**src/pic_pkg.sv**
```systemverilog
// ----------------------------------------------------------------------------
// pic_pkg
// Shared constants, types and saturation helper of the PI controller.
// ----------------------------------------------------------------------------
package pic_pkg;

  localparam int FRAC_BITS       = 12;
  // must be a power of two: the error normalization is a shift
  localparam int COUNTS_PER_UNIT = 4096;
  localparam int CPU_LOG2        = $clog2(COUNTS_PER_UNIT);
  localparam int INT_W           = FRAC_BITS + 2;
  localparam int LIMIT           = 1 << FRAC_BITS;
  // count difference shifted up into Q format, with headroom
  localparam int SCL_W           = 18 + FRAC_BITS;
  localparam int WIDE_W          = 66;
  localparam int ADDR_W          = 4;
  localparam int DATA_W          = 32;

  typedef logic signed [31:0] s32_t;
  typedef logic signed [63:0] s64_t;
  typedef logic signed [15:0] s16_t;
  typedef logic signed [WIDE_W-1:0] wide_t;

  typedef enum logic [1:0] {
    REG_KP   = 2'd0,
    REG_KI   = 2'd1,
    REG_DMAX = 2'd2,
    REG_DMIN = 2'd3
  } reg_idx_t;

  typedef struct packed {
    s32_t kp;
    s32_t ki;
    s16_t dmax;
    s16_t dmin;
  } pic_cfg_t;

  // Clamp a wide signed value into the 32-bit signed range.
  function automatic s32_t sat32(input wide_t x);
    s32_t res;
    if (x[WIDE_W-1:31] == '0 || x[WIDE_W-1:31] == '1) begin
      res = x[31:0];
    end else if (x[WIDE_W-1]) begin
      res = 32'sh8000_0000;
    end else begin
      res = 32'sh7FFF_FFFF;
    end
    return res;
  endfunction

endpackage

```
**src/pic_sat.sv**
```systemverilog
// ----------------------------------------------------------------------------
// pic_sat
// Rescale a product back to Q format and saturate it to 32 bits.
// ----------------------------------------------------------------------------
module pic_sat (
  input  pic_pkg::s64_t prod,
  output pic_pkg::s32_t res
);
  import pic_pkg::*;

  s64_t shifted;

  // arithmetic shift rounds toward minus infinity
  assign shifted = prod >>> FRAC_BITS;
  assign res     = sat32(WIDE_W'(shifted));

endmodule

```
**config.mk**
```make
export PLATFORM = sky130hd
export DESIGN_NAME = pic_sat
export DESIGN_NICKNAME = d
export VERILOG_FILES = /design/src/pic_pkg.sv /design/src/pic_sat.sv
export SDC_FILE = /design/constraint.sdc
export NUM_CORES = 1
export LEC_CHECK = 0
export BUFFER_PORTS_ARGS = -buffer_cell sky130_fd_sc_hd__buf_2
export CORE_MARGIN = 2
export CORE_UTILIZATION = 25
export DETAILED_ROUTE_END_ITERATION = 10
export PLACE_DENSITY = 0.9
export SETUP_SLACK_MARGIN = 0.15
export SLEW_MARGIN = 25
export SYNTH_ARGS = -nofsm -noshare
export SYNTH_HDL_FRONTEND = slang
export SYNTH_SLANG_ARGS = --single-unit
```
**constraint.sdc**
```tcl
create_clock -name vclk -period 3.6
set_clock_uncertainty 0.2 [all_clocks]
set_input_delay 0.72 -clock vclk [all_inputs]
set_output_delay 0.72 -clock vclk [all_outputs]
set_load 0.05 [all_outputs]
```
Word-level counts from Yosys, hierarchy flattened
Cells that the tools add are included.
Widths: inputs -> output; s select.
{"block": "classes", "eq_ne": 1, "muxes": 2, "reduce_logical": 2}
{"op": "$mux 32", "count": 2}
{"op": "$eq 35x35->1 const B", "count": 1}
{"op": "$logic_not 35->1", "count": 1}
{"op": "$logic_or 1x1->1", "count": 1}
{"block": "word_totals", "register_bits": 0, "inputBits": 64}

Logic depth before layout (Yosys ltp)
{"block": "logic_depth", "depth_word": 3, "ltp_mapped": 5, "ltp_nobuf": 4}

Worst setup path after synthesis
Ideal clock, no wire load.
{"block": "synth_timing", "kind": "input port to output port", "startpoint": "input port prod[46]", "endpoint": "output port res[10]", "arrival_ns": 2.097, "required_ns": 2.680, "path_slack_ns": 0.583, "stages": 5, "path_buffers": 1, "path_cell_list": "or4_4 -> nor3_4 -> a22o_4 -> buf_8 -> a21o_1"}
{"block": "synth_via", "elab_chain_len": 3}
{"item": "start: declaration", "line": "pic_sat.sv:6", "text": "input pic_pkg::s64_t prod,"}
{"item": "$eq 35x35->1 or $logic_not 35->1 (tied branches)", "line": "pic_pkg.sv:41", "text": "if (x[WIDE_W-1:31] == '0 || x[WIDE_W-1:31] == '1) begin"}
{"item": "$logic_or 1x1->1 *", "line": "pic_pkg.sv:41"}
{"item": "$mux 32 *", "line": "pic_pkg.sv:41"}
{"item": "end: declaration", "line": "pic_sat.sv:7", "text": "output pic_pkg::s32_t res"}
Every way passes the cells marked *; elsewhere a longest branch is shown, timed or not.

Worst setup path in the final report
{"block": "layout_timing", "startpoint": "input port prod[46]", "endpoint": "output port res[19]"}
Same word-level chain as after synthesis.

==> results.tsv <==
metric	value	unit
outcome	finished, final reports clean	
most common cell in the netlist	a21o_1	
RD Place Congestion	0.668	
buffers added on ports	84	
Synth Warn #	0	
initial antenna violation count	0	
Die Span X	46.5	um
met1 Track Usage GR	17.7	%
met2 usage	23.3	%
Post-Route Setup TNS	0	ps
diode count	0	
largest net degree at the start of global routing	32	
Max FO, Critical Path	31	
most used routing layer	met2	
post-place instance area	828	um^2
Synth area leader	a21o_1	
fraction of layout cells with a size suffix above 1	67.7	%
synthesized area	452	um^2
Vert. Die Dim	46.5	um
slew margin rel.	80.5	%
Worst-Margin Slew	293	ps
Fmax	310	MHz
Critical Path RT	2680	ps
logic gate share of total power	100.0	%
Worst Slack Setup Final	374	ps
period utilization	89.6	%
WL/cell	10.6	um
final instance area	828	um^2
shortest period the worst path allows	3230	ps
Seq. cell area	0	um^2
nets@finish	199	
Initial DRC Count	6	
Die Area	2160	um^2
Global Route Usage Sum	13.4	%
Antenna Nets Post-Route	0	
share of the synthesized area in the top cell type	51.5	%
Core Util, Final	48.5	%
DRC errors left	0	
clkbuf count	0	
vias in the first global route	561	
Crit. End Element	output pin	
Placeable Area	1710	um^2
arrival time at the worst endpoint	2310	ps
post-synthesis cell count	55	
Final setup viols	0	
hold_buf cts	0	
FF+latch count	0	
synth cell count leaders	a21o_1 (31), nand4_1 (4), buf_6 (3), buf_8 (3), nor4_1 (3)	
WL final	1670	um
Synth area leaders	a21o_1 (52%), buf_8 (10%), buf_6 (7.5%)	
Sw Ratio	68.2	%
row count	15	
Ports	96	
Int Power	0.0000446	W
# resized after CTS	0	
drt pass-1 iters	4	
unrepaired setup endpoints after global routing	no	
global route overflow	0	
first-pass GRT wire length	2270	um
Area Overhead vs Synth	83.4	%
synthesized area per cell	8.21	um^2
PD cells	169	nW/um^2
Starting Density	26.4	%
Yosys cell types	16	
DR vias	734	
sequential group share of total power	0	%
pre-CTS setup slack	368	ps
Net Count, Synth	119	
vias per inst	4.65	
GR Util met3	1.57	%
Clk pwr share	0	%
Fin. Hold Viols	0	
register area share after synthesis	0	%
CP Launch Type	primary input	
count of pins over their slew limit	0	
max cap viols	0	
Setup Fix Bufs, Post-CTS	0	
hold crit path type	in2out	
Tot Pwr	0.000140	W
leakage power	0.590	nW
Peak VDD IR	0.100	mV
Switch Pwr	0.0000955	W
Worst Setup Path Type	in2out	
## power by group through the flow
stage	combinational [W]	sequential, W	clock, W
6_report	0.000140	0	0
5_1_grt	0.000149	0	0
4_1_cts	0.000141	0	0
3_5_place_dp	0.000141	0	0
3_3_place_gp	0.000138	0	0
2_1_floorplan	0.0000938	0	0
## worst max-delay path, stage by stage
cell and delay, ps:
buf_2 100, or4_4 540, nor3_4 170, a22o_4 340, a21o_1 170, buf_2 250
## kinds of logic after synthesis
| group | count (synthesis) | synth area share, % |
|---|---|---|
| simple gates | 15 | 24.4 |
| buf+inv | 7 | 18.3 |
| compound gates | 33 | 57.3 |
## metrics by stage
stage	hold slack (ps)	std cells
CTS	1600	158
global route	1600	158
detailed placement	1600	158
finish	1600	158
floorplan	1510	55
global placement	1580	158
## placed cells by master (no fill, tap or decap)
master,instances
buf_4,1
nor4_1,3
nand2_1,1
a22o_4,1
or4_4,1
nor2_1,1
nor3_1,1
nand4_1,4
nor3_4,1
a21o_1,31
and4_1,1
a21oi_2,1
nand3_1,1
buf_2,84
nor4_2,1
## per-layer routing
metal	up-vias	wire [um]
li1	372	-
met1	312	661
met2	48	816
met3	2	177
met4	0	14
met5	-	0
## path summary, 6_finish.rpt
path / startpoint / endpoint / slack, ps / cells past startpoint
worst max-delay path: prod[46] / res[19] / 370 / 6
worst min-delay path: prod[63] / res[31] / 1600 / 2
## layout make-up
type	instances	area, um^2
tap	25	31.3
multi-input combinational	48	369
timing repair buffer	85	428
fill	173	880
Note: power is estimated with default switching activity, not from simulation.
