File: config.mk
export PLATFORM = sky130hd
export DESIGN_NAME = pic_mul
export DESIGN_NICKNAME = d
export VERILOG_FILES = /design/src/pic_pkg.sv /design/src/pic_mul.sv
export SDC_FILE = /design/constraint.sdc
export NUM_CORES = 2
export LEC_CHECK = 0
export BUFFER_PORTS_ARGS = -buffer_cell sky130_fd_sc_hd__buf_2
export CAP_MARGIN = 25
export CORE_UTILIZATION = 55
export DETAILED_ROUTE_END_ITERATION = 10
export PLACE_DENSITY = 0.82
export RECOVER_POWER = 100
export SYNTH_ARGS = -nofsm -noshare
export SYNTH_HDL_FRONTEND = slang
export SYNTH_SLANG_ARGS = --single-unit
File: constraint.sdc
create_clock -name clk -period 9.29 [get_ports clk]
set_clock_uncertainty 0.2 [all_clocks]
set_input_delay 1.858 -clock clk [delete_from_list [all_inputs] [get_ports clk]]
set_output_delay 1.858 -clock clk [all_outputs]
set_load 0.01 [all_outputs]
File: src/pic_pkg.sv
// ----------------------------------------------------------------------------
// pic_pkg
// Shared constants, types and saturation helper of the PI controller.
// ----------------------------------------------------------------------------
package pic_pkg;

  localparam int FRAC_BITS       = 12;
  // must be a power of two: the error normalization is a shift
  localparam int COUNTS_PER_UNIT = 4096;
  localparam int CPU_LOG2        = $clog2(COUNTS_PER_UNIT);
  localparam int INT_W           = FRAC_BITS + 2;
  localparam int LIMIT           = 1 << FRAC_BITS;
  // count difference shifted up into Q format, with headroom
  localparam int SCL_W           = 18 + FRAC_BITS;
  localparam int WIDE_W          = 66;
  localparam int ADDR_W          = 4;
  localparam int DATA_W          = 32;

  typedef logic signed [31:0] s32_t;
  typedef logic signed [63:0] s64_t;
  typedef logic signed [15:0] s16_t;
  typedef logic signed [WIDE_W-1:0] wide_t;

  typedef enum logic [1:0] {
    REG_KP   = 2'd0,
    REG_KI   = 2'd1,
    REG_DMAX = 2'd2,
    REG_DMIN = 2'd3
  } reg_idx_t;

  typedef struct packed {
    s32_t kp;
    s32_t ki;
    s16_t dmax;
    s16_t dmin;
  } pic_cfg_t;

  // Clamp a wide signed value into the 32-bit signed range.
  function automatic s32_t sat32(input wide_t x);
    s32_t res;
    if (x[WIDE_W-1:31] == '0 || x[WIDE_W-1:31] == '1) begin
      res = x[31:0];
    end else if (x[WIDE_W-1]) begin
      res = 32'sh8000_0000;
    end else begin
      res = 32'sh7FFF_FFFF;
    end
    return res;
  endfunction

endpackage

File: src/pic_mul.sv
// ----------------------------------------------------------------------------
// pic_mul
// Shared 32x32 signed multiplier with a registered product.
// ----------------------------------------------------------------------------
module pic_mul (
  input  logic          clk,
  input  logic          en,
  input  pic_pkg::s32_t op_a,
  input  pic_pkg::s32_t op_b,
  output pic_pkg::s64_t prod
);
  import pic_pkg::*;

  s64_t prod_r;

  always_ff @(posedge clk) begin
    if (en) begin
      prod_r <= s64_t'(op_a) * s64_t'(op_b);
    end
  end

  assign prod = prod_r;

endmodule

; After elaboration in Yosys (flattened, before gate mapping)
; Cells that the tools add are included.
[totals]
ff_bits = 64
out_inout_bits = 64
wordCells = 2
[classes]
n_mul = 1
[op_table]
columns = op, n
row1 = $mul 32x32->64, 1

; Longest topological paths before layout
[depth]
word_depth = 1
ltp_mapped = 28

; Least setup slack after synthesis
; OpenSTA, ideal clock, no wires.
[synth_path]
path_kind = input to register
start = input port op_b[2]
end = register prod_r[62], in the netlist prod[62] (data pin)
arrival_time_ns = 8.986
t_required_ns = 8.821
path_slack_ns = -0.165
path_stages = 24
n_path_buf = 1
path_cell_list = clkbuf_1 -> nand2_1 -> inv_1 -> fa_1 -> fa_1 -> fa_1 -> fa_1 -> inv_1 -> fa_1 -> inv_1 -> fa_1 -> inv_1 -> fa_1 -> inv_1 -> fa_1 -> ha_1 -> and3_1 -> nand2_1 -> or3_1 -> o22a_1 -> o211ai_1 -> a31oi_1 -> o31ai_1 -> xor2_1
[synth_between]
elab_chain_len = 1
[synth_lines]
columns = item, line
row1 = from (decl), pic_mul.sv:9  ; input pic_pkg::s32_t op_b,
row2 = $mul 32x32->64, pic_mul.sv:18  ; prod_r <= s64_t'(op_a) * s64_t'(op_b);
row3 = to (signal assigned), pic_mul.sv:18
row4 = to (decl), pic_mul.sv:14  ; s64_t prod_r;
; No other way between the ends.
; A chain may end at the register's enable or synchronous reset.

; Worst setup path in the final report
[layout_path]
start = input port op_a[29]
end = register prod_r[61], in the netlist prod[61] (data pin)
[layout_between]
elab_chain_len = 1
[layout_lines]
columns = item, line
row1 = from (decl), pic_mul.sv:8  ; input pic_pkg::s32_t op_a,
row2 = $mul 32x32->64, pic_mul.sv:18
; No other way between the ends.

==> flow_summary.toml <==
[yosys]
synth_cell_types = 63
synth_top_cell_by_area = "fa_1"
synthCells = 3884
synth_ff_type = "edfxtp_1"
syn_area_mm2 = 0.03788
synth_nets = 5216
async_flop_share = 0
synth_area_leaders = "fa_1 (57%), inv_1 (9.4%), and2_1 (8.5%)"
yosysTopAreaCellShare = 0.5718
synth_area_per_cell_um2 = 9.753
ys_seq_elements = 64
ys_warn_count = 0
synth_edf_count = 64
ys_seq_area_frac = 0.05073

[floorplanning]
core_mm2 = 0.06763
die_w_um = 264.4
initial_core_util = 0.5601
die_area_mm2 = 0.06993
dieHeight_um = 264.4
rows = 95
pin_count = 130

[outcome]
failed_checks = "capacitance limit, slew limit"
outcome = "complete, but fails checks"

[placed_design]
io_buffers = 129
hpwlAfterDp_um = 85870
gp_congestion = 0.9282

[clock_network]
holdBufCountCts = 0
cts-buffers-inserted = 9
clock_sinks = 64
cts_root_buf = "clkbuf_16"
clockBufferDepth = 2
htreeDepth = 3
cts_tree = "done"
clk_pin_slew_ns = 0.06

[sta]
max_freq_ghz = 0.1092
finalCritPeriodShare = 0.9858
fin_crit_ns = 9.158
setup_viol = 0
hold_violations = 0
tightest_slew_ns = 3.705
finalSetupTns_ns = 0
drv_slew = 65
slew_headroom = -1.470

[critical_path]
cp.required_ns = 9.18
slowest_delay_ns = 0.56
critPathKind = "in -> reg"
cp_common_cell = "fa_1"
critical_path.slowest_cell = "fa_1"
start_kind = "primary input"
arrival_ns = 9.05
crit_fanout = 12
end_kind = "flop"

[grt]
grt_antenna_before_repair = 4
grt_max_degree = 65
grt_pass1_wl_um = 158700
grt_util_all_layers = 0.2931
grt_pass1_vias = 31216
grt-ovfl-total = 0

[layout]
largest_reg_flops = 64
nNetsFinal = 5475
drive_above_1_share = 0.1054
multi_input_area_mm2 = 0.03175
seq_area_mm2 = 0.001922
fill_cells = 5148
syn_to_final_growth_pct = 10.60

[run]
drv_cap = 1

[detailed_routing]
drc_errors = 0
drtIter0Drc = 1889
vias = 27411
routed_wl_um = 96460
drt-vias-per-instance = 5.457
drt-pass1-iter-count = 5
antenna_left = 0
wl_per_cell_um = 19.20

[worst_hold_path]
hold_path.class = "in -> reg"
min_path_cells = 3
==> cell usage after synthesis (4+ instances only) <==
library cell	n
fa_1	1082
inv_1	952
and2_1	516
nand2_1	511
clkbuf_1	195
ha_1	184
a21oi_1	68
edfxtp_1	64
xnor2_1	53
nor2_1	42
o21ai_0	28
a21o_1	23
xor2_1	22
nand3_1	15
o21bai_1	15
a31oi_1	12
nand2b_1	9
and3_1	7
nand4_1	7
nor3_1	6
o31ai_1	6
a211oi_1	4
o21a_1	4
or3_1	4
==> per-layer routing <==
| metal | vias to the layer above | wire, um | GRT usage |
|---|---|---|---|
| li1 | 11631 | - | - |
| met1 | 14309 | 32620 | 0.3343 |
| met2 | 1107 | 51180 | 0.5283 |
| met3 | 362 | 5592 | 0.03223 |
| met4 | 2 | 7050 | 0.1798 |
| met5 | - | 17 | 0 |
==> final timing paths <==
path / start / to / slack (ns)
worst max-delay path: op_a[29] / prod[61] / 0.13
worst min-delay path: op_b[0] / prod[0] / 1.89
==> critical path, delay by kind of cell <==
family                   cells  cell delay (ns)
adder cells (fa/ha/maj)      9             4.41
AND/OR/NAND/NOR              4             0.58
buffers and inverters        9             1.04
AO/OA/AOI/OAI                4             1.06
XOR/XNOR                     1             0.09
==> per-stage QoR <==
step | util | area [um2] | worst slack (ns) | instances | hold WS, ns
global placement | 0.6135 | 41490 | -0.2589 | 4998 | 2.066
CTS | 0.6173 | 41750 | 0.003542 | 5013 | 1.906
floorplan | - | 37910 | 0.001086 | 3884 | 1.771
detailed placement | 0.6135 | 41490 | -0.3419 | 4998 | 2.067
global route | 0.6195 | 41900 | -0.02834 | 5023 | 1.912
finish | 0.6195 | 41900 | 0.1318 | 5023 | 1.894
==> what timing repair did <==
item,4_1_cts,5_1_grt
setup endpoints to repair,0,15
resized for setup,0,59
setup buffers,0,7
==> area by class of cell <==
type,count,share of cell area
timing repair buffer,448,0.07875
antenna,3,0.0001792
clock buffer,11,0.005554
clock inverter,4,0.0005375
multi-input combinational,2668,0.7577
sequential,64,0.04587
tap,873,0.02607
inverter,952,0.08538
==> cells in the final DEF, fill, tap and decap left out, types with 4 or more instances in the layout <==
| cell type | n |
|---|---|
| a31oi_1 | 11 |
| and2_1 | 514 |
| inv_1 | 949 |
| buf_6 | 8 |
| o21ai_1 | 4 |
| ha_1 | 182 |
| buf_4 | 295 |
| edfxtp_1 | 64 |
| xor2_1 | 22 |
| nor2_1 | 42 |
| o21bai_1 | 15 |
| fa_1 | 1079 |
| buf_12 | 21 |
| o21ai_0 | 25 |
| a21oi_1 | 66 |
| clkbuf_1 | 69 |
| nand4_1 | 7 |
| a21o_1 | 23 |
| o31ai_1 | 4 |
| nand2_1 | 509 |
| o21a_1 | 4 |
| nor3_1 | 5 |
| nand3_1 | 15 |
| and3_1 | 8 |
| clkbuf_16 | 9 |
| buf_2 | 42 |
| clkbuf_4 | 15 |
| nand2b_1 | 9 |
| xnor2_1 | 53 |
==> cell families (layout without fill, tap and decap cells) <==
logic type | count (synthesis) | after routing | synth area share
compound gates | 193 | 193 | 0.03405
fa+ha+maj | 1266 | 1266 | 0.6326
other cells | 0 | 3 | 0
simple gates | 1134 | 1134 | 0.1511
buf+inv | 1152 | 1415 | 0.1142
flops | 64 | 64 | 0.05073
xor+xnor | 75 | 75 | 0.01734
Power is not shown: default switching activity piles up to over one toggle a cycle in this logic, so the estimate is an artifact.
