File: src/pic_pkg.sv
// ----------------------------------------------------------------------------
// pic_pkg
// Shared constants, types and saturation helper of the PI controller.
// ----------------------------------------------------------------------------
package pic_pkg;

  localparam int FRAC_BITS       = 12;
  // must be a power of two: the error normalization is a shift
  localparam int COUNTS_PER_UNIT = 4096;
  localparam int CPU_LOG2        = $clog2(COUNTS_PER_UNIT);
  localparam int INT_W           = FRAC_BITS + 2;
  localparam int LIMIT           = 1 << FRAC_BITS;
  // count difference shifted up into Q format, with headroom
  localparam int SCL_W           = 18 + FRAC_BITS;
  localparam int WIDE_W          = 66;
  localparam int ADDR_W          = 4;
  localparam int DATA_W          = 32;

  typedef logic signed [31:0] s32_t;
  typedef logic signed [63:0] s64_t;
  typedef logic signed [15:0] s16_t;
  typedef logic signed [WIDE_W-1:0] wide_t;

  typedef enum logic [1:0] {
    REG_KP   = 2'd0,
    REG_KI   = 2'd1,
    REG_DMAX = 2'd2,
    REG_DMIN = 2'd3
  } reg_idx_t;

  typedef struct packed {
    s32_t kp;
    s32_t ki;
    s16_t dmax;
    s16_t dmin;
  } pic_cfg_t;

  // Clamp a wide signed value into the 32-bit signed range.
  function automatic s32_t sat32(input wide_t x);
    s32_t res;
    if (x[WIDE_W-1:31] == '0 || x[WIDE_W-1:31] == '1) begin
      res = x[31:0];
    end else if (x[WIDE_W-1]) begin
      res = 32'sh8000_0000;
    end else begin
      res = 32'sh7FFF_FFFF;
    end
    return res;
  endfunction

endpackage

File: src/pic_regs.sv
// ----------------------------------------------------------------------------
// pic_regs
// APB-style configuration registers: gains and drive limits.
// ----------------------------------------------------------------------------
module pic_regs (
  input  logic                      clk,
  input  logic                      rst_n,
  input  logic                      psel,
  input  logic                      penable,
  input  logic                      pwrite,
  input  logic [pic_pkg::ADDR_W-1:0] paddr,
  input  logic [pic_pkg::DATA_W-1:0] pwdata,
  output logic [pic_pkg::DATA_W-1:0] prdata,
  output logic                      pready,
  output pic_pkg::pic_cfg_t         cfg
);
  import pic_pkg::*;

  pic_cfg_t cfg_r;
  reg_idx_t idx;
  logic     wr_en;

  assign idx    = reg_idx_t'(paddr[3:2]);
  assign wr_en  = psel && penable && pwrite;
  assign pready = 1'b1;
  assign cfg    = cfg_r;

  always_ff @(posedge clk) begin
    if (!rst_n) begin
      cfg_r <= '0;
    end else if (wr_en) begin
      unique case (idx)
        REG_KP:   cfg_r.kp   <= pwdata;
        REG_KI:   cfg_r.ki   <= pwdata;
        REG_DMAX: cfg_r.dmax <= pwdata[15:0];
        REG_DMIN: cfg_r.dmin <= pwdata[15:0];
      endcase
    end
  end

  always_comb begin
    unique case (idx)
      REG_KP:   prdata = cfg_r.kp;
      REG_KI:   prdata = cfg_r.ki;
      REG_DMAX: prdata = DATA_W'(cfg_r.dmax);
      REG_DMIN: prdata = DATA_W'(cfg_r.dmin);
    endcase
  end

endmodule

File: config.mk
export PLATFORM = sky130hd
export DESIGN_NAME = pic_regs
export DESIGN_NICKNAME = d
export VERILOG_FILES = /design/src/pic_pkg.sv /design/src/pic_regs.sv
export SDC_FILE = /design/constraint.sdc
export NUM_CORES = 1
export LEC_CHECK = 0
export ABC_CLOCK_PERIOD_IN_PS = 1600
export BUFFER_PORTS_ARGS = -buffer_cell sky130_fd_sc_hd__buf_2
export CORE_AREA = 8 8 126 104
export CTS_CLUSTER_SIZE = 10
export DETAILED_ROUTE_END_ITERATION = 16
export DIE_AREA = 0 0 134 112
export GPL_TIMING_DRIVEN = 0
export PLACE_DENSITY = 0.78
export SKIP_LAST_GASP = 1
export SLEW_MARGIN = 20
export SYNTH_ARGS = -nofsm -noshare
export SYNTH_HDL_FRONTEND = slang
export SYNTH_SLANG_ARGS = --single-unit
export TNS_END_PERCENT = 1
File: constraint.sdc
create_clock -name clk -period 1.6 [get_ports clk]
set_input_delay 0.32 -clock clk [delete_from_list [all_inputs] [get_ports clk]]
set_output_delay 0.32 -clock clk [all_outputs]
set_load 0.02 [all_outputs]
After elaboration in Yosys (flattened, before gate mapping) --
Cells that the tools add are included.
Operators by class: reductions and logical operators 7, mux-type cells 1, eq/ne operators 3
Operators with widths (number):
- 32-bit case mux with 4 select lines | 1
- 2-bit AND reduction | 4
- 2-bit equality test (second input constant) | 2
- 2-bit by 1-bit equality test with 1-bit output (second input constant) | 1
- 1-bit logical AND | 2
- 2-bit logical NOT | 1
Word-level totals: output and inout bits 129, logic and storage cells 15, input port bits 41, flip-flop bits (word level) 96

Longest topological paths before layout --
Gate-level depths: netlist of the first run.
depth after elaboration 3, mapped depth 6, gate-level depth less buffers 3

Worst setup path after synthesis of the first run --
No wires, ideal clock.
path type input to output, from input port paddr[3] (netlist bit), to output port prdata[17] (netlist bit), setup slack 0 ps, arrival time 1280 ps, cell stages on the path 5, required time 1280 ps, path buffers 3, path through buf_6 or2_1 buf_6 buf_1 o22a_1
On the way: word-level cells in the longest chain between the ends 2, elaborated cells on any way between the ends 5, those cells by class 3 x eq/ne; 1 x mux; 1 x reduce/logical
RTL lines:
- start, declared | RTL line pic_regs.sv:11 | input logic [pic_pkg::ADDR_W-1:0] paddr,
- 2-bit equality test, or another cell as far along | RTL line pic_regs.sv:42 | unique case (idx)
- 32-bit case mux with 4 select lines (*) | RTL line pic_regs.sv:42
- end, declared | RTL line pic_regs.sv:13 | output logic [pic_pkg::DATA_W-1:0] prdata,
Mark *: on every way between the ends. The rest lies on a longest branch, timed or not.

Worst setup path in the final report of the first run --
from register cfg_r (netlist bit cfg[15]), to output port prdata[22] (netlist bit)
On the way: word-level cells in the longest chain between the ends 1
RTL lines:
- start, declared | RTL line pic_regs.sv:19 | pic_cfg_t cfg_r;
- 32-bit case mux with 4 select lines | RTL line pic_regs.sv:42
No other way between the ends.

==> impl_metrics.yaml, run 1 <==
synth:
  synth_top_family_by_area: "multiplexers"
  ys_seq_area_share_pct: 44.53
  syn_area_um2: 4315
  synth_compound_area_share_pct: 4.059
  synth_xor_area_share_pct: 0
  synthMuxAreaShare_pct: 30.10
  ys_ff_latch: 96
  synth_area_leader_cell: "dfxtp_1"
  syn-num-nets: 454
  yosysTopAreaCellShare_pct: 44.53
  yosys_most_used_dff: "dfxtp_1"
  yosys.area_share.adder_pct: 0
  yosys-top-cells-area: "dfxtp_1 (45%), mux2i_1 (22%), nand2_1 (11%)"
  synth.avg_cell_area_um2: 10.45
  yosysWarnings: 0
  synth_common_cells: "nand2_1 (130), dfxtp_1 (96), mux2i_1 (96), nor2b_1 (17), o22a_1 (17)"
  synth_simple_gate_area_share_pct: 15.51
  synth_cell_type_count: 21
  synth_edf_count: 0
  synth_most_common_cell: "nand2_1"
  synth-async-reset-ratio_pct: 0
  synthCells: 413
power_and_ir_drop:
  peakVddDrop_mv: 0.4882
  p_leak_nw: 2.598
  powerDensity_nw_per_um2: 913.1
critical_path:
  cp_data_required_time_ns: 1.28
  cp_top_family: "compound AO/OA/AOI/OAI gates"
  cp-start-kind: "flip-flop"
  crit_slowest_cell: "dfxtp_2"
  crit_fanout: 5
  path_buf_inv: 2
  endpoint_kind: "primary output"
  critPathArrivalTime_ns: 1.45
  slowest_delay_ns: 0.33
  path_class: "flip-flop to primary output"
  cp_cell_sequence: "nand2_2 -> a2bb2oi_4 -> buf_6 -> o22a_1 -> buf_6"
  cp_common_cell: "buf_6"
sta:
  fin_skew_ns: 0
  setup_violations: 32
  slew_headroom_pct: 52.12
  setup_slack_ns: -0.1662
  tightest_slew_ns: 0.7183
  hold_viol_final: 0
  period_needed_ns: 1.766
  fmax_ghz: 0.5662
  tns_ns: -3.409
  grt_setup_unrepaired: "true"
  fin_crit_sh_pct: 110.4
  slew_violations: 0
floorplanning:
  dieArea_um2: 15010
  start_util_pct: 38.64
  die_x_um: 134
  num_rows: 35
  coreArea_um2: 11170
  die_y_um: 112
  ioPinCount: 170
place:
  place_inst: 725
  io_buffers: 164
  dp_slack_ns: -0.3911
  dpl.hpwl_um: 10390
  gp_congestion: 0.8361
  postPlaceCellArea_um2: 5323
clock_tree:
  cts_tree: "built"
  clockBufferDepth: 2
  clk_pin_slew_ns: 0.07
  cts_made_buffers: 9
  htree_num_levels: 3
  cts_hold_buf: 0
  cts_sinks: 96
  clk_latency_ns: 0.33
  cts_root_buf: "clkbuf_16"
grt:
  grt_start_max_net_pins: 16
  grt_overflow: 0
  grt_pass1_wl_um: 22800
  antenna_found_initial: 0
  grt_pass1_vias: 4130
  grt_use_total_pct: 19.12
outcome:
  violations: "setup timing"
  outcome: "finished, violations left"
flow_run:
  maxCapViolCount: 0
finish:
  stdcell_area_um2: 5911
  drive_gt1_share_pct: 38.44
  nNetsFinal: 637
  syn_to_final_growth_pct: 36.97
  largest_reg_flops: 96
  stdcell_count: 749
  n_antenna_cell: 0
drt:
  wl_per_cell_um: 19.32
  drt_first_pass_iters: 5
  post_drt_via_cell_ratio: 4.972
  vias: 3724
  routed_wl_um: 14470
  drc_errors: 0
  drtIter0Drc: 246
  antenna_left: 0
min_path:
  hold_class: "input pin to flip-flop"
final cells by class:
cell class | count | area [um^2]
plain buffers | 33 | 275.3
clock buffers | 11 | 242.7
clock inverters | 5 | 78.83
fillers | 964 | 5256
multi-input cells | 284 | 2151
flip-flops and latches | 96 | 1924
well taps | 148 | 185.2
repair buffers | 172 | 1054
layer usage:
metal | part of all wire (%) | vias up | GRT usage (%) | wire length [um]
li1 | - | 1768 | - | -
met1 | 44 | 1821 | 23.16 | 6316
met2 | 49 | 116 | 32.31 | 7024
met3 | 6.2 | 19 | 4.995 | 901
met4 | 1.6 | 0 | 6.124 | 228
met5 | 0 | - | 0 | 0
worst reg2reg max path, cell delays in order (launching register included):
cell     delay [ns]
dfxtp_2        0.32
buf_4          0.12
nand2_1        0.05
mux2i_1        0.07
cell usage in the layout, fill, tap and decap left out, drive strengths merged, types with 3 or more instances in the layout:
master  synthesis  layout
nand2         130     130
mux4           15      15
dfxtp          96      96
nor2            3       3
nor2b          17      17
o22a           17      17
buf            19     191
clkbuf         14      25
mux2i          96      96
where the power goes:
group / switching (mW) / internal [mW]
Combinational: 0.370 / 0.266
Sequential: 0.0240 / 2.42
Clock: 0.903 / 1.41
Total: 1.30 / 4.10
cell families after synthesis:
family,count (synthesis)
multiplexers,111
AO/OA/AOI/OAI,18
flip-flops,96
buffers and inverters,33
AND/OR/NAND/NOR,154
other,1
timing repair:
action	CTS	global route
setup endpoints to repair	32	32
buffers inserted	5	1
gates cloned	2	0
resized for setup	57	1
pin swaps	12	2
final timing paths:
path | end | slack [ns] | start | depth (start not counted)
worst max-delay path | prdata[22] | -0.17 | cfg[15] | 5
worst min-delay path | cfg[83] | 0.26 | pwdata[19] | 3
worst max register to register | cfg[15] | 0.90 | cfg[15] | 3
worst min register to register | cfg[65] | 0.47 | cfg[65] | 2
through the flow:
step / util, % / total power [mW] / hold WS [ns]
global placement: 47.66 / 3.037 / 0.4489
floorplan: - / 2.841 / 0.4846
detailed placement: 47.66 / 3.050 / 0.4597
CTS: 52.83 / 5.444 / 0.2469
finish: 52.93 / 5.397 / 0.2565
global route: 52.93 / 5.602 / 0.2529
Note: power is estimated with default switching activity, not from simulation.
==> run 2, diff against run 1 <==
- REMOVE_ABC_BUFFERS: default -> 1
==> impl_metrics.yaml, run 2 (synthesis gave the netlist of run 1 again) <==
clock_tree:
  cts_root_buf: "clkbuf_16"
  cts_made_buffers: 9
  cts_sinks: 96
  htree_num_levels: 3
  cts_hold_buf: 0
  clk_pin_slew_ns: 0.07
  clk_latency_ns: 0.33
  cts_tree: "built"
  clockBufferDepth: 2
drt:
  drtIter0Drc: 161
  wl_per_cell_um: 16.61
  drt_first_pass_iters: 4
  vias: 3548
  routed_wl_um: 11910
  drc_errors: 0
  post_drt_via_cell_ratio: 4.948
  antenna_left: 0
finish:
  nNetsFinal: 605
  stdcell_count: 717
  drive_gt1_share_pct: 37.26
  largest_reg_flops: 96
  final_util_pct: 49.23
  syn_to_final_growth_pct: 27.40
  final_cell_mix: "buf_2 (161), nand2_1 (130), mux2i_1 (96), dfxtp_1 (96)"
  stdcell_area_um2: 5498
  mostFrequentLayoutCell: "buf_2"
  n_antenna_cell: 0
grt:
  grt_util_met2_pct: 26.69
  grt_pass1_wl_um: 19440
  grt_busiest_layer: "met2"
  grt_use_total_pct: 15.58
  antenna_found_initial: 0
  grt_pass1_vias: 3685
  met1_usage_pct: 18.21
  grtUsageMet3_pct: 4.635
  grt_overflow: 0
  grt_start_max_net_pins: 68
power_and_ir_drop:
  peakVddDrop_mv: 0.4937
  pwr-share-clk_pct: 41.4
  p_total_mw: 5.038
  p_sw_share_pct: 26.43
  powerDensity_nw_per_um2: 916.4
  p_int_mw: 3.707
  combPwrFrac_pct: 10.2
  p_leak_nw: 2.430
  pwr-share-seq_pct: 48.5
  switchingPower_mw: 1.332
critical_path:
  path_class: "flip-flop to primary output"
  cp-start-kind: "flip-flop"
  crit_fanout: 17
  critPathArrivalTime_ns: 1.41
  cp_data_required_time_ns: 1.28
  endpoint_kind: "primary output"
place:
  postPlaceCellArea_um2: 5162
  io_buffers: 166
  dpl.hpwl_um: 8578
  gp_congestion: 0.7191
  dp_slack_ns: -1.003
  place_inst: 700
sta:
  finalHoldWorstSlack_ns: 0.2528
  tightest_slew_ns: 0.8056
  slew_violations: 0
  setup_slack_ns: -0.1286
  setup_violations: 36
  hold_viol_final: 0
  slew_headroom_pct: 46.29
  grt_setup_unrepaired: "true"
  tns_ns: -2.372
  fin_skew_ns: 0
  fmax_ghz: 0.5785
  fin_crit_sh_pct: 108.0
  period_needed_ns: 1.729
floorplanning:
  num_rows: 35
  die_y_um: 112
  die_x_um: 134
  start_util_pct: 38.64
  dieArea_um2: 15010
  ioPinCount: 170
  coreArea_um2: 11170
min_path:
  hold_class: "input pin to flip-flop"
outcome:
  outcome: "finished, violations left"
  violations: "setup timing"
flow_run:
  maxCapViolCount: 0
## run 2: path summary, 6_finish.rpt
check	startpoint	endpoint	slack, ns	cells after the start
setup / recovery	cfg[15]	prdata[31]	-0.13	5
hold / removal	pwdata[24]	cfg[56]	0.25	3
setup reg to reg	cfg[78]	cfg[78]	0.93	2
hold reg to reg	cfg[23]	cfg[23]	0.47	2
## run 2: final cells by class
| class | count | area (um^2) |
|---|---|---|
| well taps | 148 | 185.2 |
| multi-input cells | 284 | 2160 |
| clock inverters | 7 | 62.56 |
| repair buffers | 173 | 943.4 |
| clock buffers | 9 | 225.2 |
| flip-flops and latches | 96 | 1922 |
| fillers | 1046 | 5669 |
## run 2: power by group through the flow
stage,clock network [mW],logic (mW),registers [mW]
floorplan,0,0.224,2.53
global placement,0,0.483,2.49
detailed placement,0,0.502,2.50
CTS,2.16,0.520,2.44
global route,2.27,0.553,2.45
finish,2.08,0.512,2.44
## run 2: critical path, stage by stage, from the launching register on
cell and delay, ns:
dfxtp_1 0.35, nand2_1 0.09, a2bb2oi_4 0.16, buf_12 0.16, o22a_1 0.15, buf_2 0.16
## run 2: metal layers
| metal | vias up | routed length [um] |
|---|---|---|
| met3 | 12 | 714 |
| met2 | 94 | 5971 |
| met4 | 0 | 149 |
| met1 | 1734 | 5074 |
| met5 | - | 0 |
| li1 | 1708 | - |
## run 2: what timing repair did
action | in CTS | in global routing
pin swaps | 1 | 0
resized for setup | 9 | 1
buffers inserted | 1 | 0
endpoints found under the setup margin | 109 | 64
==> run 3, diff against run 2 <==
- ABC_CLOCK_PERIOD_IN_PS: 1600 -> 1900
- clock period: 1.6 -> 1.9 ns (I/O delays scaled with it)
==> impl_metrics.yaml, run 3 (synthesis gave the netlist of run 1 again) <==
critical_path:
  path_class: "input pin to primary output"
  cp-start-kind: "input pin"
  crit_fanout: 37
  endpoint_kind: "primary output"
  cp_data_required_time_ns: 1.52
  critPathArrivalTime_ns: 1.45
  r2r_setup_slack_ns: 1.24
floorplanning:
  num_rows: 35
  dieArea_um2: 15010
  coreArea_um2: 11170
  ioPinCount: 170
  die_y_um: 112
  start_util_pct: 38.64
  die_x_um: 134
finish:
  final_cell_mix: "buf_2 (163), nand2_1 (130), mux2i_1 (96), dfxtp_1 (96)"
  fillCellCount: 1046
  stdcell_count: 717
  drive_gt1_share_pct: 37.26
  mostFrequentLayoutCell: "buf_2"
  n_antenna_cell: 0
  largest_reg_flops: 96
  final_util_pct: 49.23
  nNetsFinal: 605
  syn_to_final_growth_pct: 27.40
power_and_ir_drop:
  p_sw_share_pct: 26.43
  p_total_mw: 4.242
  p_leak_nw: 2.431
  p_int_mw: 3.121
  powerDensity_nw_per_um2: 771.6
  peakVddDrop_mv: 0.4157
  pwr-share-seq_pct: 48.5
  switchingPower_mw: 1.121
  pwr-share-clk_pct: 41.4
  combPwrFrac_pct: 10.2
grt:
  grt_start_max_net_pins: 68
  grt_pass1_vias: 3687
  antenna_found_initial: 0
  grt_use_total_pct: 15.60
  grt_pass1_wl_um: 19460
  grt_overflow: 0
clock_tree:
  clockBufferDepth: 2
  cts_sinks: 96
  cts_tree: "built"
  cts_root_buf: "clkbuf_16"
  cts_made_buffers: 9
  cts_hold_buf: 0
  clk_pin_slew_ns: 0.07
  clk_latency_ns: 0.33
  htree_num_levels: 3
sta:
  tightest_slew_ns: 0.8059
  slew_violations: 0
  tns_ns: 0
  period_needed_ns: 1.829
  fin_crit_sh_pct: 96.24
  hold_viol_final: 0
  fin_skew_ns: 0
  fmax_ghz: 0.5469
  slew_headroom_pct: 46.27
  setup_violations: 0
  grt_setup_unrepaired: "false"
drt:
  drc_errors: 0
  wl_per_cell_um: 16.61
  drt_first_pass_iters: 4
  post_drt_via_cell_ratio: 4.932
  wl_met3_um: 717
  routed_wl_um: 11910
  vias: 3536
  antenna_left: 0
  drtIter0Drc: 162
  routed.top_layer: "met4"
  wl_met1_um: 5096
  wl_met2_um: 5944
place:
  io_buffers: 166
  dpl.hpwl_um: 8578
  gp_congestion: 0.7191
  place_inst: 700
min_path:
  hold_class: "input pin to flip-flop"
flow_run:
  maxCapViolCount: 0
outcome:
  outcome: "complete, no violations"
run 3: power groups by stage:
stage | Clock [mW] | Sequential, mW | Combinational (mW)
floorplan | 0 | 2.13 | 0.189
global placement | 0 | 2.10 | 0.407
detailed placement | 0 | 2.10 | 0.423
CTS | 1.82 | 2.06 | 0.436
global route | 1.91 | 2.06 | 0.465
finish | 1.75 | 2.06 | 0.431
run 3: area by class of cell:
cell class / instances / area, um^2 / share of cell area (%)
clock inverter: 7 / 62.56 / 1.138
clock buffer: 9 / 225.2 / 4.096
tap: 148 / 185.2 / 3.368
timing repair buffer: 173 / 943.4 / 17.16
sequential: 96 / 1922 / 34.96
multi-input combinational: 284 / 2160 / 39.28
run 3: worst paths after layout:
kind / startpoint / endpoint / depth (start not counted)
hold reg to reg: cfg[23] / cfg[23] / 2
hold / removal: pwdata[24] / cfg[56] / 3
setup reg to reg: cfg[78] / cfg[78] / 2
setup / recovery: paddr[3] / prdata[27] / 6
run 3: per-layer routing:
metal  track usage, %  vias to the layer above
met2            26.62                       95
li1                 -                     1706
met1            18.32                     1723
met3            4.635                       12
met4            5.004                        0
met5                0                        -
run 3: worst max-delay path: stages:
cell and delay (ns):
buf_8 0.26, nand2_1 0.14, a2bb2oi_4 0.16, buf_12 0.16, o22a_1 0.15, buf_2 0.16
run 3: repair_timing:
action / 4_1_cts / 5_1_grt
resized for setup: 7 / 3
setup endpoints to repair: 80 / 17
pin swaps: 1 / 0
hold endpoints to repair: 0 / 0
buffers inserted: 1 / 0
run 3: per-stage QoR:
step / hold slack, ns / cell area [um^2] / setup WS (ns)
2_1_floorplan: 0.5276 / 4069 / -2.581
3_3_place_gp: 0.4506 / 5085 / -4.913
3_5_place_dp: 0.4600 / 5162 / -0.7826
4_1_cts: 0.2980 / 5489 / 0.006103
5_1_grt: 0.3105 / 5498 / 0.007603
6_report: 0.3127 / 5498 / 0.07145
